## config.mk

```make
export PLATFORM = sky130hd
export DESIGN_NAME = cbs_ctrl
export DESIGN_NICKNAME = d
export VERILOG_FILES = /design/src/cbs_pkg.sv /design/src/cbs_ctrl.sv
export SDC_FILE = /design/constraint.sdc
export NUM_CORES = 1
export LEC_CHECK = 0
export BUFFER_PORTS_ARGS = -buffer_cell sky130_fd_sc_hd__buf_2
export CAP_MARGIN = 20
export CORE_AREA = 4 4 41 43
export CTS_CLUSTER_DIAMETER = 100
export DETAILED_ROUTE_END_ITERATION = 8
export DIE_AREA = 0 0 45 47
export MAX_ROUTING_LAYER = met4
export SLEW_MARGIN = 30
export SYNTH_ARGS = -nofsm -noshare
export SYNTH_HDL_FRONTEND = slang
export SYNTH_SLANG_ARGS = --single-unit
export TNS_END_PERCENT = 20
```

## constraint.sdc

```tcl
create_clock -name clk_i -period 1.9 [get_ports clk_i]
set_input_delay 0.19 -clock clk_i [delete_from_list [all_inputs] [get_ports clk_i]]
set_output_delay 0.19 -clock clk_i [all_outputs]
set_load 0.005 [all_outputs]
```

## src/cbs_pkg.sv

```systemverilog
// Shared types and constants of the cubic Bezier split pipeline.
`timescale 1ns / 1ps

package cbs_pkg;

  // Coordinate and split parameter formats
  localparam int unsigned COORD_W    = 32;
  localparam int unsigned FRAC_BITS  = 16;
  localparam int unsigned PARAM_W    = FRAC_BITS + 1;
  localparam int unsigned DIFF_W     = COORD_W + 1;
  localparam int unsigned PROD_W     = DIFF_W + PARAM_W + 1;

  // Pipeline shape: three interpolation levels of three stages each
  localparam int unsigned LERP_STAGES = 3;
  localparam int unsigned LEVELS      = 3;
  localparam int unsigned NUM_STAGES  = LERP_STAGES * LEVELS;

  localparam logic [PARAM_W-1:0] PARAM_ONE = PARAM_W'(1) << FRAC_BITS;
  localparam logic signed [PROD_W-1:0] ROUND_HALF = PROD_W'(1) << (FRAC_BITS - 1);

  typedef struct packed {
    logic signed [COORD_W-1:0] x;
    logic signed [COORD_W-1:0] y;
  } point_t;

  typedef struct packed {
    logic signed [COORD_W-1:0] start_x;
    logic signed [COORD_W-1:0] start_y;
    logic signed [COORD_W-1:0] handle_a_x;
    logic signed [COORD_W-1:0] handle_a_y;
    logic signed [COORD_W-1:0] handle_b_x;
    logic signed [COORD_W-1:0] handle_b_y;
    logic signed [COORD_W-1:0] finish_x;
    logic signed [COORD_W-1:0] finish_y;
    logic        [PARAM_W-1:0] split_param;
  } in_item_t;

  typedef struct packed {
    logic signed [COORD_W-1:0] left_h1_x;
    logic signed [COORD_W-1:0] left_h1_y;
    logic signed [COORD_W-1:0] left_h2_x;
    logic signed [COORD_W-1:0] left_h2_y;
    logic signed [COORD_W-1:0] split_x;
    logic signed [COORD_W-1:0] split_y;
    logic signed [COORD_W-1:0] right_h1_x;
    logic signed [COORD_W-1:0] right_h1_y;
    logic signed [COORD_W-1:0] right_h2_x;
    logic signed [COORD_W-1:0] right_h2_y;
  } out_item_t;

  // Stage controls from the pipeline controller
  typedef struct packed {
    logic [NUM_STAGES-1:0] en;
    logic                  out_valid;
  } pipe_ctrl_t;

endpackage

```

## src/cbs_ctrl.sv

```systemverilog
// Valid bits and per-stage advance enables of the split pipeline.
`timescale 1ns / 1ps

module cbs_ctrl (
  input  logic                clk_i,
  input  logic                rst_ni,
  input  logic                in_valid_i,
  input  logic                out_ready_i,
  output logic                in_ready_o,
  output cbs_pkg::pipe_ctrl_t ctrl_o
);

  logic [cbs_pkg::NUM_STAGES-1:0] valid_q, valid_d, en;

  // Advance a stage when it is empty or the next stage advances
  always_comb begin
    en[cbs_pkg::NUM_STAGES-1] = !valid_q[cbs_pkg::NUM_STAGES-1] || out_ready_i;
    for (int i = cbs_pkg::NUM_STAGES - 2; i >= 0; i--) begin
      en[i] = !valid_q[i] || en[i+1];
    end
  end

  // Shift valid bits along with the data, hold where stalled
  always_comb begin
    valid_d = valid_q;
    if (en[0]) begin
      valid_d[0] = in_valid_i;
    end
    for (int i = 1; i < cbs_pkg::NUM_STAGES; i++) begin
      if (en[i]) begin
        valid_d[i] = valid_q[i-1];
      end
    end
  end

  always_ff @(posedge clk_i or negedge rst_ni) begin
    if (!rst_ni) begin
      valid_q <= '0;
    end else begin
      valid_q <= valid_d;
    end
  end

  assign in_ready_o       = en[0];
  assign ctrl_o.en        = en;
  assign ctrl_o.out_valid = valid_q[cbs_pkg::NUM_STAGES-1];

endmodule

```

## Word-level counts from Yosys, hierarchy flattened

Index checks and enable logic that the tools add are counted.

- Reductions and logical operators: 18

Operator list:

| kind | number |
|---|---|
| 1-bit logical NOT | 9 |
| 1-bit logical OR | 9 |

- Flip-flop bits (word level): 9

## Logic depth before layout (Yosys ltp)

- Depth after elaboration: 10
- Depth in mapped cells: 5

## Least setup slack after synthesis

No wires, ideal clock.

- Kind: reg2out
- Start point: register valid_q[8] (netlist name)
- End point: output ctrl_o[1] (netlist name)
- Stages on the path, launching flop included: 6
- Buffers on the path: 3
- Data arrival time: 1.052 ns
- Slack: 0.658 ns
- Data required time: 1.710 ns
- Path through: dfrtp_1 -> and4b_1 -> buf_6 -> buf_6 -> nand4_1 -> buf_4

- Longest elaborated chain between the ends: 10

Ends and longest elaborated chain:

| element | line | source |
|---|---|---|
| from (decl) | cbs_ctrl.sv:13 | `logic [cbs_pkg::NUM_STAGES-1:0] valid_q, valid_d, en;` |
| from (signal assigned) | cbs_ctrl.sv:40 | `valid_q <= valid_d;` |
| 1-bit logical NOT | cbs_ctrl.sv:17 | `en[cbs_pkg::NUM_STAGES-1] = !valid_q[cbs_pkg::NUM_STAGES-1] \|\| out_ready_i;` |
| 1-bit logical OR | cbs_ctrl.sv:17 |  |
| 1-bit logical OR (8 in a row) | cbs_ctrl.sv:19 | `en[i] = !valid_q[i] \|\| en[i+1];` |
| to (decl) | cbs_ctrl.sv:10 | `output cbs_pkg::pipe_ctrl_t ctrl_o` |

No other way between the ends.

==> flow_metrics.py <==
metrics = {
    "status": {
        "outcome": "finished clean",
    },
    "yosys": {
        "top_area_cell_type_share_of_the_netlist_area_pct": 55.56,
        "sequential_cell_area_fraction_in_the_yosys_report_pct": 55.56,
        "synthesis.area_um2": 405.4,
        "netlist_top_cells_count": "9 x sky130_fd_sc_hd__dfrtp_1, 3 x sky130_fd_sc_hd__nand2b_1",
        "synth.top_cells.by_area": "sky130_fd_sc_hd__dfrtp_1 56%, sky130_fd_sc_hd__buf_6 5.6%, sky130_fd_sc_hd__a41o_1 4.9%, sky130_fd_sc_hd__nand2b_1 4.6%, sky130_fd_sc_hd__a31o_2 4.3%",
        "synthCells": 34,
        "synth_fp_nets": 38,
        "synth.most_common_cell": "sky130_fd_sc_hd__dfrtp_1",
        "ys_ff_latch": 9,
        "synth_enable_flop_cells": 0,
        "postSynth.topFlopCell": "sky130_fd_sc_hd__dfrtp_1",
        "ffs_w_async_s_r_synth_pct": 100.0,
        "synth.avg_cell_area_um2": 11.92,
        "yosys.area.top_type": "sky130_fd_sc_hd__dfrtp_1",
        "post_synth_num_cell_types": 16,
        "yosysWarningCount": 0,
    },
    "sta": {
        "relSlewSlack_pct": 70.01,
        "finalClockSkew_ns": 0.001223,
        "rsz0062_at_grt": "no",
        "final.min_clock_period_ns": 1.616,
        "hold_violations": 0,
        "timing_worst_slew_pin_value_ns": 0.4495,
        "layout_setup_ws_ns": 0.2837,
        "final_min_period_over_clock_period_pct": 85.07,
        "setup-violations-final": 0,
        "maxSlewViolCount": 0,
        "setup_total_negative_slack_ns": 0,
        "timing.hold.ws_ns": 0.1264,
        "max_freq_mhz": 618.7,
    },
    "clock_network": {
        "clock_latency_reported_for_the_late_side_of_the_worst_skew_pair_ns": 0.25,
        "cts-root-to-sink-buffers": 2,
        "clkSinkCount": 9,
        "clk_root_buffer_cell": "sky130_fd_sc_hd__clkbuf_4",
        "cts.htree.levels": 1,
        "cts_inserted_buffers": 3,
        "tritoncts_clock_tree": "built",
        "path_clk_slew_ns": 0.06,
    },
    "finish": {
        "finish.net_count": 53,
        "diodes": 0,
        "largestRegisters": "valid_q: 9 flops",
        "top_register": "valid_q",
        "utilization_pct": 37.50,
        "largest_reg_flops": 9,
        "syn2layout_area_growth_pct": 20.37,
        "fillerInstances": 150,
        "post_route_cells_drive_above_1_share_pct": 39.58,
    },
    "place": {
        "post-place-ws_ns": 0.5575,
        "place_hpwl_um": 528.3,
        "numPortBuffers": 14,
        "finalWeightedCongestion": 0.6514,
    },
    "pwr": {
        "pwr_density_cell_nw_per_um2": 1062,
        "irDropWorstVdd_v": 0.0005117,
        "report.power.total_w": 0.0005181,
        "cellLeakagePower_nw": 0.2159,
    },
    "critical_path": {
        "crit_path_end_kind": "output pin",
        "timing.critical_path.from_type": "register",
        "worstRegToRegCells": 2,
        "cp.arrival_ns": 1.43,
        "data_required_critical_path_ns": 1.71,
        "worst-setup-path-type": "reg2out",
        "crit_path_max_fanout": 14,
    },
    "floorplanning": {
        "floorplan.initialDensity_pct": 31.15,
        "die-area_um2": 2115,
        "dieHeight_um": 47,
        "fp-row-count": 13,
        "boundaryPins": 15,
        "x_dimension_of_the_die_um": 45,
        "fp.coreArea_um2": 1301,
    },
    "drt": {
        "routed-via-count": 291,
        "routedWlPerCell_um": 11.35,
        "drt_wl_total_um": 715,
        "route.detailed.drc": 0,
        "detail_route.vias_per_cell": 4.619,
        "detail_route.first_pass.iterations": 4,
        "drt.antenna.violating_nets": 0,
        "drt_iter0_markers": 6,
    },
    "worst_hold_path": {
        "worstHoldPathType": "in2reg",
        "whs_path_depth": 2,
    },
    "grt": {
        "globalRouteTotalUtil_pct": 8.099,
        "grt_start_max_net_pins": 15,
        "first_global_vias": 273,
        "grt_first_pass_wirelength_um": 1200,
        "grt_antenna_before_repair": 0,
        "grt-ovfl-total": 0,
    },
    "flow_run": {
        "cap_viol_max_count": 0,
    },
}
## per-stage QoR
stage,cells,instance area [µm²]
floorplan,34,405.4
global placement,58,451.7
detailed placement,58,451.7
CTS,63,488.0
global route,63,488.0
finish,63,488.0
## area by class of cell
cell class	count	area, µm²	area share, %
clock buffer	4	26.28	5.385
inverter	1	3.754	0.7692
multi-input combinational	19	133.9	27.44
sequential	9	225.2	46.15
tap	15	18.77	3.846
timing repair buffer	15	80.08	16.41
## where the power goes
part | leakage [nW] | switching, W | internal (W)
combinational | 0.105 | 0.0000598 | 0.0000598
clock | 0.0150 | 0.0000585 | 0.0000804
sequential | 0.0956 | 0.0000345 | 0.000225
total | 0.216 | 0.000153 | 0.000365
## what timing repair did
item                                    CTS  global route
endpoints found under the hold margin     9             0
resized for setup                         0             0
setup buffers                             0             0
hold buffers                              1             0
endpoints found under the setup margin    0             0
## critical path: stages (launching register included)
cell	delay, ns
sky130_fd_sc_hd__dfrtp_1	0.38
sky130_fd_sc_hd__and4b_1	0.49
sky130_fd_sc_hd__nand4_1	0.16
sky130_fd_sc_hd__buf_2	0.15
## worst paths after layout
kind                                              from  slack [ns]                      to
min in group asynchronous                       rst_ni        0.33  valid_q[4]$_DFFE_PN0P_
worst min register to register  valid_q[2]$_DFFE_PN0P_        0.46  valid_q[3]$_DFFE_PN0P_
worst max-delay path            valid_q[8]$_DFFE_PN0P_        0.28               ctrl_o[1]
worst min-delay path                        in_valid_i        0.13  valid_q[0]$_DFFE_PN0P_
max in group asynchronous                       rst_ni        1.40  valid_q[1]$_DFFE_PN0P_
worst max register to register  valid_q[8]$_DFFE_PN0P_        0.74  valid_q[3]$_DFFE_PN0P_
## cell usage in the layout, fill, tap and decap left out, drive strengths merged, types with 2 or more instances in the layout
master,Yosys,final
a21o,2,2
a31o,2,2
a41o,2,2
buf,5,14
clkbuf,0,4
dfrtp,9,9
nand2,2,2
nand2b,3,3
nand3,2,2
nand4,2,2
## layer usage
layer,wire (µm),track usage [%]
met5,0,-
met4,0,3.509
met3,41,2.299
met2,327,10.73
met1,347,11.32
## logic make-up after synthesis
group                  count (synthesis)  synth area share, %
and+or+nand+nor                       13                20.06
DFF                                    9                55.56
AOI/OAI and AO/OA                      6                12.96
buffers and inverters                  6                11.42
Note: power is estimated with default switching activity, not from simulation.
