[src/cbs_pkg.sv]
// Shared types and constants of the cubic Bezier split pipeline.
`timescale 1ns / 1ps

package cbs_pkg;

  // Coordinate and split parameter formats
  localparam int unsigned COORD_W    = 32;
  localparam int unsigned FRAC_BITS  = 16;
  localparam int unsigned PARAM_W    = FRAC_BITS + 1;
  localparam int unsigned DIFF_W     = COORD_W + 1;
  localparam int unsigned PROD_W     = DIFF_W + PARAM_W + 1;

  // Pipeline shape: three interpolation levels of three stages each
  localparam int unsigned LERP_STAGES = 3;
  localparam int unsigned LEVELS      = 3;
  localparam int unsigned NUM_STAGES  = LERP_STAGES * LEVELS;

  localparam logic [PARAM_W-1:0] PARAM_ONE = PARAM_W'(1) << FRAC_BITS;
  localparam logic signed [PROD_W-1:0] ROUND_HALF = PROD_W'(1) << (FRAC_BITS - 1);

  typedef struct packed {
    logic signed [COORD_W-1:0] x;
    logic signed [COORD_W-1:0] y;
  } point_t;

  typedef struct packed {
    logic signed [COORD_W-1:0] start_x;
    logic signed [COORD_W-1:0] start_y;
    logic signed [COORD_W-1:0] handle_a_x;
    logic signed [COORD_W-1:0] handle_a_y;
    logic signed [COORD_W-1:0] handle_b_x;
    logic signed [COORD_W-1:0] handle_b_y;
    logic signed [COORD_W-1:0] finish_x;
    logic signed [COORD_W-1:0] finish_y;
    logic        [PARAM_W-1:0] split_param;
  } in_item_t;

  typedef struct packed {
    logic signed [COORD_W-1:0] left_h1_x;
    logic signed [COORD_W-1:0] left_h1_y;
    logic signed [COORD_W-1:0] left_h2_x;
    logic signed [COORD_W-1:0] left_h2_y;
    logic signed [COORD_W-1:0] split_x;
    logic signed [COORD_W-1:0] split_y;
    logic signed [COORD_W-1:0] right_h1_x;
    logic signed [COORD_W-1:0] right_h1_y;
    logic signed [COORD_W-1:0] right_h2_x;
    logic signed [COORD_W-1:0] right_h2_y;
  } out_item_t;

  // Stage controls from the pipeline controller
  typedef struct packed {
    logic [NUM_STAGES-1:0] en;
    logic                  out_valid;
  } pipe_ctrl_t;

endpackage

[src/cbs_lerp.sv]
// Three-stage rounded linear interpolation of one point: difference, product, sum.
`timescale 1ns / 1ps

module cbs_lerp (
  input  logic                          clk_i,
  input  logic [cbs_pkg::LERP_STAGES-1:0] en_i,
  input  cbs_pkg::point_t               a_i,
  input  cbs_pkg::point_t               b_i,
  input  logic [cbs_pkg::PARAM_W-1:0]   t_i,
  output cbs_pkg::point_t               r_o
);

  cbs_pkg::point_t                     a1_q, a2_q, r_q;
  logic signed [cbs_pkg::DIFF_W-1:0]   dx_q, dy_q;
  logic        [cbs_pkg::PARAM_W-1:0]  t1_q;
  logic signed [cbs_pkg::PROD_W-1:0]   px_q, py_q;

  // Take the difference b - a one bit wider
  always_ff @(posedge clk_i) begin
    if (en_i[0]) begin
      a1_q <= a_i;
      t1_q <= t_i;
      dx_q <= $signed({b_i.x[cbs_pkg::COORD_W-1], b_i.x})
            - $signed({a_i.x[cbs_pkg::COORD_W-1], a_i.x});
      dy_q <= $signed({b_i.y[cbs_pkg::COORD_W-1], b_i.y})
            - $signed({a_i.y[cbs_pkg::COORD_W-1], a_i.y});
    end
  end

  // Scale by t and add half an LSB for rounding
  always_ff @(posedge clk_i) begin
    if (en_i[1]) begin
      a2_q <= a1_q;
      px_q <= cbs_pkg::PROD_W'(dx_q) * cbs_pkg::PROD_W'($signed({1'b0, t1_q}))
            + cbs_pkg::ROUND_HALF;
      py_q <= cbs_pkg::PROD_W'(dy_q) * cbs_pkg::PROD_W'($signed({1'b0, t1_q}))
            + cbs_pkg::ROUND_HALF;
    end
  end

  // Drop the fraction (floor) and add back the base point
  always_ff @(posedge clk_i) begin
    if (en_i[2]) begin
      r_q.x <= cbs_pkg::COORD_W'(cbs_pkg::PROD_W'(a2_q.x)
                                 + (px_q >>> cbs_pkg::FRAC_BITS));
      r_q.y <= cbs_pkg::COORD_W'(cbs_pkg::PROD_W'(a2_q.y)
                                 + (py_q >>> cbs_pkg::FRAC_BITS));
    end
  end

  assign r_o = r_q;

endmodule

[config.mk]
export PLATFORM = sky130hd
export DESIGN_NAME = cbs_lerp
export DESIGN_NICKNAME = d
export VERILOG_FILES = /design/src/cbs_pkg.sv /design/src/cbs_lerp.sv
export SDC_FILE = /design/constraint.sdc
export NUM_CORES = 2
export LEC_CHECK = 0
export BUFFER_PORTS_ARGS = -buffer_cell sky130_fd_sc_hd__clkbuf_2
export CAP_MARGIN = 40
export CORE_ASPECT_RATIO = 1.2
export CORE_MARGIN = 3
export CORE_UTILIZATION = 55
export CTS_CLUSTER_SIZE = 16
export DETAILED_ROUTE_END_ITERATION = 8
export PLACE_DENSITY_LB_ADDON = 0.15
export SYNTH_ARGS = -nofsm -noshare
export SYNTH_HDL_FRONTEND = slang
export SYNTH_SLANG_ARGS = --single-unit
[constraint.sdc]
create_clock -name clk_i -period 8.5 [get_ports clk_i]
set_input_delay 0.85 -clock clk_i [delete_from_list [all_inputs] [get_ports clk_i]]
set_output_delay 0.85 -clock clk_i [all_outputs]
set_load 0.03 [all_outputs]
**After elaboration in Yosys (flattened, before gate mapping)**

Cells that the tools add are included.

- Register bits after elaboration: 371
- Bits in latches: 0
- Memory bits (writable): 0
- Bits in read-only memories: 0
- Input port bits: 149
- Word-level logic and storage cells: 19
- Memories: 0

- Add/sub/neg operators: 6
- $mul: 2
- Divide/modulo/power cells: 0
- Magnitude comparators: 0
- Equal/unequal tests: 0
- Shifts and indexed selects: 0
- Multiplexer cells: 0
- Bitwise operators: 0
- Reductions and logical operators: 0

Operator list:

| kind | number |
|---|---|
| adder 48 x 17 -> 48 bit (second input constant) | 2 |
| multiplier 33 x 18 -> 48 bit | 2 |
| subtractor 32 x 32 -> 33 bit | 2 |
| adder 32 bit | 2 |

**Depth between registers and ports, before layout**

- Depth in word-level cells: 2
- Depth in mapped cells: 26
- Depth with buffers taken out: 25

**Worst setup path before layout**

OpenSTA, ideal clock, no wires.

- Kind: register to register
- Start point: register t1_q[9] (netlist bit)
- End point: register px_q[46] (netlist bit), data pin
- Library setup time: 0.135 ns
- Data arrival time: 6.342 ns
- Required time: 8.365 ns
- Slack: 2.023 ns
- Cell stages (with the launch flop): 26
- Buffers on the path: 2
- Cell sequence: edfxtp_1 -> clkbuf_1 -> clkbuf_1 -> nand2_1 -> fa_1 -> inv_1 -> fa_1 -> inv_1 -> fa_1 -> inv_1 -> fa_1 -> fa_1 -> inv_1 -> fa_1 -> inv_1 -> ha_1 -> a211oi_1 -> o211a_1 -> o21ai_0 -> o21ai_2 -> a21boi_1 -> o21ai_2 -> a21oi_2 -> o41a_1 -> or4_1 -> nand3_1

- Word-level cells in the longest chain between the ends: 2

Ends and longest elaborated chain:

| element | RTL line | text |
|---|---|---|
| from (decl) | cbs_lerp.sv:15 | `logic [cbs_pkg::PARAM_W-1:0] t1_q;` |
| from (signal assigned) | cbs_lerp.sv:22 | `t1_q <= t_i;` |
| multiplier 33 x 18 -> 48 bit | cbs_lerp.sv:34 | `px_q <= cbs_pkg::PROD_W'(dx_q) * cbs_pkg::PROD_W'($signed({1'b0, t1_q}))` |
| adder 48 x 17 -> 48 bit | cbs_lerp.sv:35 | `+ cbs_pkg::ROUND_HALF;` |
| to (signal assigned) | cbs_lerp.sv:34 |  |
| to (decl) | cbs_lerp.sv:16 | `logic signed [cbs_pkg::PROD_W-1:0] px_q, py_q;` |

Every way passes these cells.
A chain may end at the register's enable or synchronous reset.

**Final worst setup path**

- Start point: register t1_q[5] (netlist bit)
- End point: register py_q[47] (netlist bit), data pin

- Word-level cells in the longest chain between the ends: 2

Ends and longest elaborated chain:

| element | RTL line | text |
|---|---|---|
| multiplier 33 x 18 -> 48 bit | cbs_lerp.sv:36 | `py_q <= cbs_pkg::PROD_W'(dy_q) * cbs_pkg::PROD_W'($signed({1'b0, t1_q}))` |
| adder 48 x 17 -> 48 bit | cbs_lerp.sv:37 | `+ cbs_pkg::ROUND_HALF;` |
| to (signal assigned) | cbs_lerp.sv:36 |  |
| to (decl) | cbs_lerp.sv:16 |  |

Every way passes these cells.

==> impl_metrics.tcl <==
set metrics [dict create \
    status "finished, final reports clean" \
    track_usage_pct 27.8 \
    cts-resized-gates 0 \
    slowest_delay_ns 0.93 \
    crit_required_ns 8.82 \
    met3_length_um 8650 \
    nets 7009 \
    tritoncts "done" \
    layout_commonest_cell "inv_1" \
    synth-simple-area-share_pct 14.6 \
    drive_gt1_share_pct 6.80 \
    max_cap_violations 0 \
    hold_violations 0 \
    finalCritPeriodShare_pct 87.7 \
    min_to "a2_q[1]" \
    gr-total-overflow 0 \
    wl_um 136000 \
    dr.first_iter.drc_count 1835 \
    synth_mux_area_share_pct 0.0372 \
    cp-end-kind "flip-flop" \
    yosys_warnings 0 \
    synth_area_um2 53800 \
    setup_viol 0 \
    relSlewSlack_pct 37.1 \
    post-cts-setup-buffers 0 \
    r2r_slack_ns 1.05 \
    fillCellCount 8371 \
    route.antenna.remaining_nets 0 \
    initial_utilization_pct 55.5 \
    synth_top_family_by_area "adder cells" \
    crit_path_frequent_cell "fa_1" \
    setup-tns-final_ns 0 \
    grt_pass1_vias 40100 \
    syn_area_per_cell_um2 10.2 \
    via_per_inst 5.43 \
    crit_chain "buf_4, and2_1, fa_1, inv_1, fa_1, fa_1, inv_1, fa_1, fa_1, inv_1, fa_1, inv_1, ha_1, a21oi_1, o211ai_1, a211o_1, a221oi_1, o2111ai_1, nand2_1, o21ai_1, a221o_1, a21oi_1, xnor2_1" \
    area_delta_synth_final_pct 7.24 \
    r2r-start "t1_q[5]" \
    cts_buffer_depth 3 \
    routed.top_layer "met5" \
    reg2reg_depth 23 \
    port_buffers 212 \
    synthesis.nets 6881 \
    ys_types 75 \
    die_x_um 292 \
    tightestPinTransition_ns 0.943 \
    clock_skew_ns 0.0327 \
    min_path_cells 0 \
    synthAdderAreaFrac_pct 48.0 \
    grt_antenna_before_repair 7 \
    cp_num_buf_inv 5 \
    path_clk_slew_ns 0.07 \
    crit_family "adder cells" \
    die_area_um2 102000 \
    ys.flop_type "edfxtp_1" \
    wl_met2_um 68200 \
    std_cell_rows 125 \
    ctsHtreeMaxLevel 2 \
    synth_xor_xnor_area_share_pct 3.22 \
    die-height_um 349 \
    drt-met1-wl_um 54200 \
    crit_type "flip-flop to flip-flop" \
    netlist_instances 5286 \
    worstHoldStart "a1_q[1]" \
    grt_pass1_wl_um 218000 \
    rsz0062_at_grt "false" \
    worstPathMaxFanout 21 \
    cts_made_buffers 41 \
    hpwl_um 105000 \
    clk_latency_ns 0.60 \
    fmax_mhz 134 \
    most-common-layout-cells "1,182 x inv_1, 1,034 x fa_1, 764 x and2_1" \
    ys_ff_latch 339 \
    gp_congestion 0.907 \
    crit_path_start_kind "flip-flop" \
    synth-compound-area-share_pct 5.71 \
    cts_hold_buf 0 \
    hp-class "flip-flop to flip-flop" \
    clock_sinks 339 \
    io_pins 213 \
    wl_per_cell_um 20.2 \
    vias 36500 \
    reg2reg_to "py_q[47]" \
    firstDrtPassIters 7 \
    drc 0 \
    cp_slowest_cell "edfxtp_1" \
    synth_edf_count 339 \
    core-area_um2 97000 \
    async_flop_share_pct 0 \
    period_minus_slack_ns 7.45 \
    seq_area_frac_synth_pct 18.9 \
    grt_max_degree 75 \
    finalMaxSlewViolations 0 \
    ctsRootBufferMaster "clkbuf_16" \
    arrival_ns 7.77 \
]
[cells in the mapped netlist, types with 6 or more instances]
library cell / count / area share [%]
o211ai_1: 7 / 0.098
or3_1: 10 / 0.12
and2_1: 764 / 8.9
o21bai_1: 11 / 0.15
o31a_1: 7 / 0.11
a21oi_2: 6 / 0.098
xor2_1: 45 / 0.73
nand2b_1: 15 / 0.17
a211o_1: 7 / 0.11
fa_1: 1034 / 38
inv_1: 1182 / 8.2
o21a_1: 32 / 0.45
nor2b_1: 25 / 0.29
nand3_1: 33 / 0.31
nand4_1: 16 / 0.19
and3_1: 9 / 0.10
a21oi_1: 133 / 1.2
a31oi_1: 14 / 0.16
nor2_1: 115 / 0.80
clkbuf_1: 186 / 1.3
nand2_1: 442 / 3.1
o21ai_0: 71 / 0.66
a211oi_1: 29 / 0.40
xnor2_1: 153 / 2.5
edfxtp_1: 339 / 19
nor3_1: 33 / 0.31
a21o_1: 57 / 0.79
ha_1: 412 / 9.6
o31ai_1: 9 / 0.13
[per-stage QoR]
stage	util [%]	instance area, um^2	hold slack, ns	std cells	worst slack, ns
floorplan	-	53800	0.400	5286	2.02
global placement	58.0	56300	0.401	6632	1.33
detailed placement	58.2	56400	0.405	6640	1.18
CTS	59.5	57700	0.383	6714	1.14
global route	59.5	57700	0.402	6715	0.655
finish	59.5	57700	0.408	6719	1.05
[sequential cells by signal, indices dropped and copies added, names as in the netlist]
signal,count
a1_q,64
a2_q,64
dx_q,33
dy_q,33
px_q,32
py_q,32
r_o,64
t1_q,17
[metal layers]
metal,GRT usage (%),up-vias
li1,-,16400
met1,35.2,18800
met2,48.6,1072
met3,4.92,273
met4,9.33,2
met5,0,-
[worst max path at each step]
| stage | cells past startpoint | startpoint | slack (ns) | to |
|---|---|---|---|---|
| 3_3_place_gp | 21 | t1_q[3] | 1.33 | py_q[47] |
| 4_1_cts | 22 | t1_q[9] | 1.14 | py_q[47] |
| 2_1_floorplan | 25 | t1_q[9] | 2.02 | px_q[46] |
| 5_1_grt | 22 | t1_q[9] | 0.66 | py_q[47] |
| 6_report | 23 | t1_q[5] | 1.05 | py_q[47] |
| 3_5_place_dp | 22 | t1_q[9] | 1.18 | py_q[47] |
[worst register-to-register path, stage by stage, from the launching register on]
cell and delay (ns):
edfxtp_1 0.93, buf_4 0.42, and2_1 0.20, fa_1 0.41
inv_1 0.09, fa_1 0.42, fa_1 0.52, inv_1 0.06
fa_1 0.49, fa_1 0.49, inv_1 0.05, fa_1 0.47
inv_1 0.04, ha_1 0.34, a21oi_1 0.17, o211ai_1 0.12
a211o_1 0.28, a221oi_1 0.32, o2111ai_1 0.37, nand2_1 0.22
o21ai_1 0.13, a221o_1 0.39, a21oi_1 0.19, xnor2_1 0.08
[cell families (layout without fill, tap and decap cells)]
family	after synthesis	after routing
AOI/OAI and AO/OA	450	450
other	0	4
and+or+nand+nor	1483	1483
DFF	339	339
xor gates and xnor gates	198	198
buffers and inverters	1368	1527
muxes	2	2
adders and majority gates	1446	1446
[final cells by class]
class                   count  area (um^2)  area share, %
diodes                      4         10.0         0.0173
multi-input cells        3579        38500           66.7
well taps                1270         1590           2.75
clock buffers              52         1090           1.89
repair buffers            271         1720           2.99
clock inverters            22          185          0.321
inverters                1182         4440           7.69
flip-flops and latches    339        10200           17.6
Power is left out: the tool's default activity adds up to more than one toggle a clock period on the data nets, which glitch-free logic cannot reach.
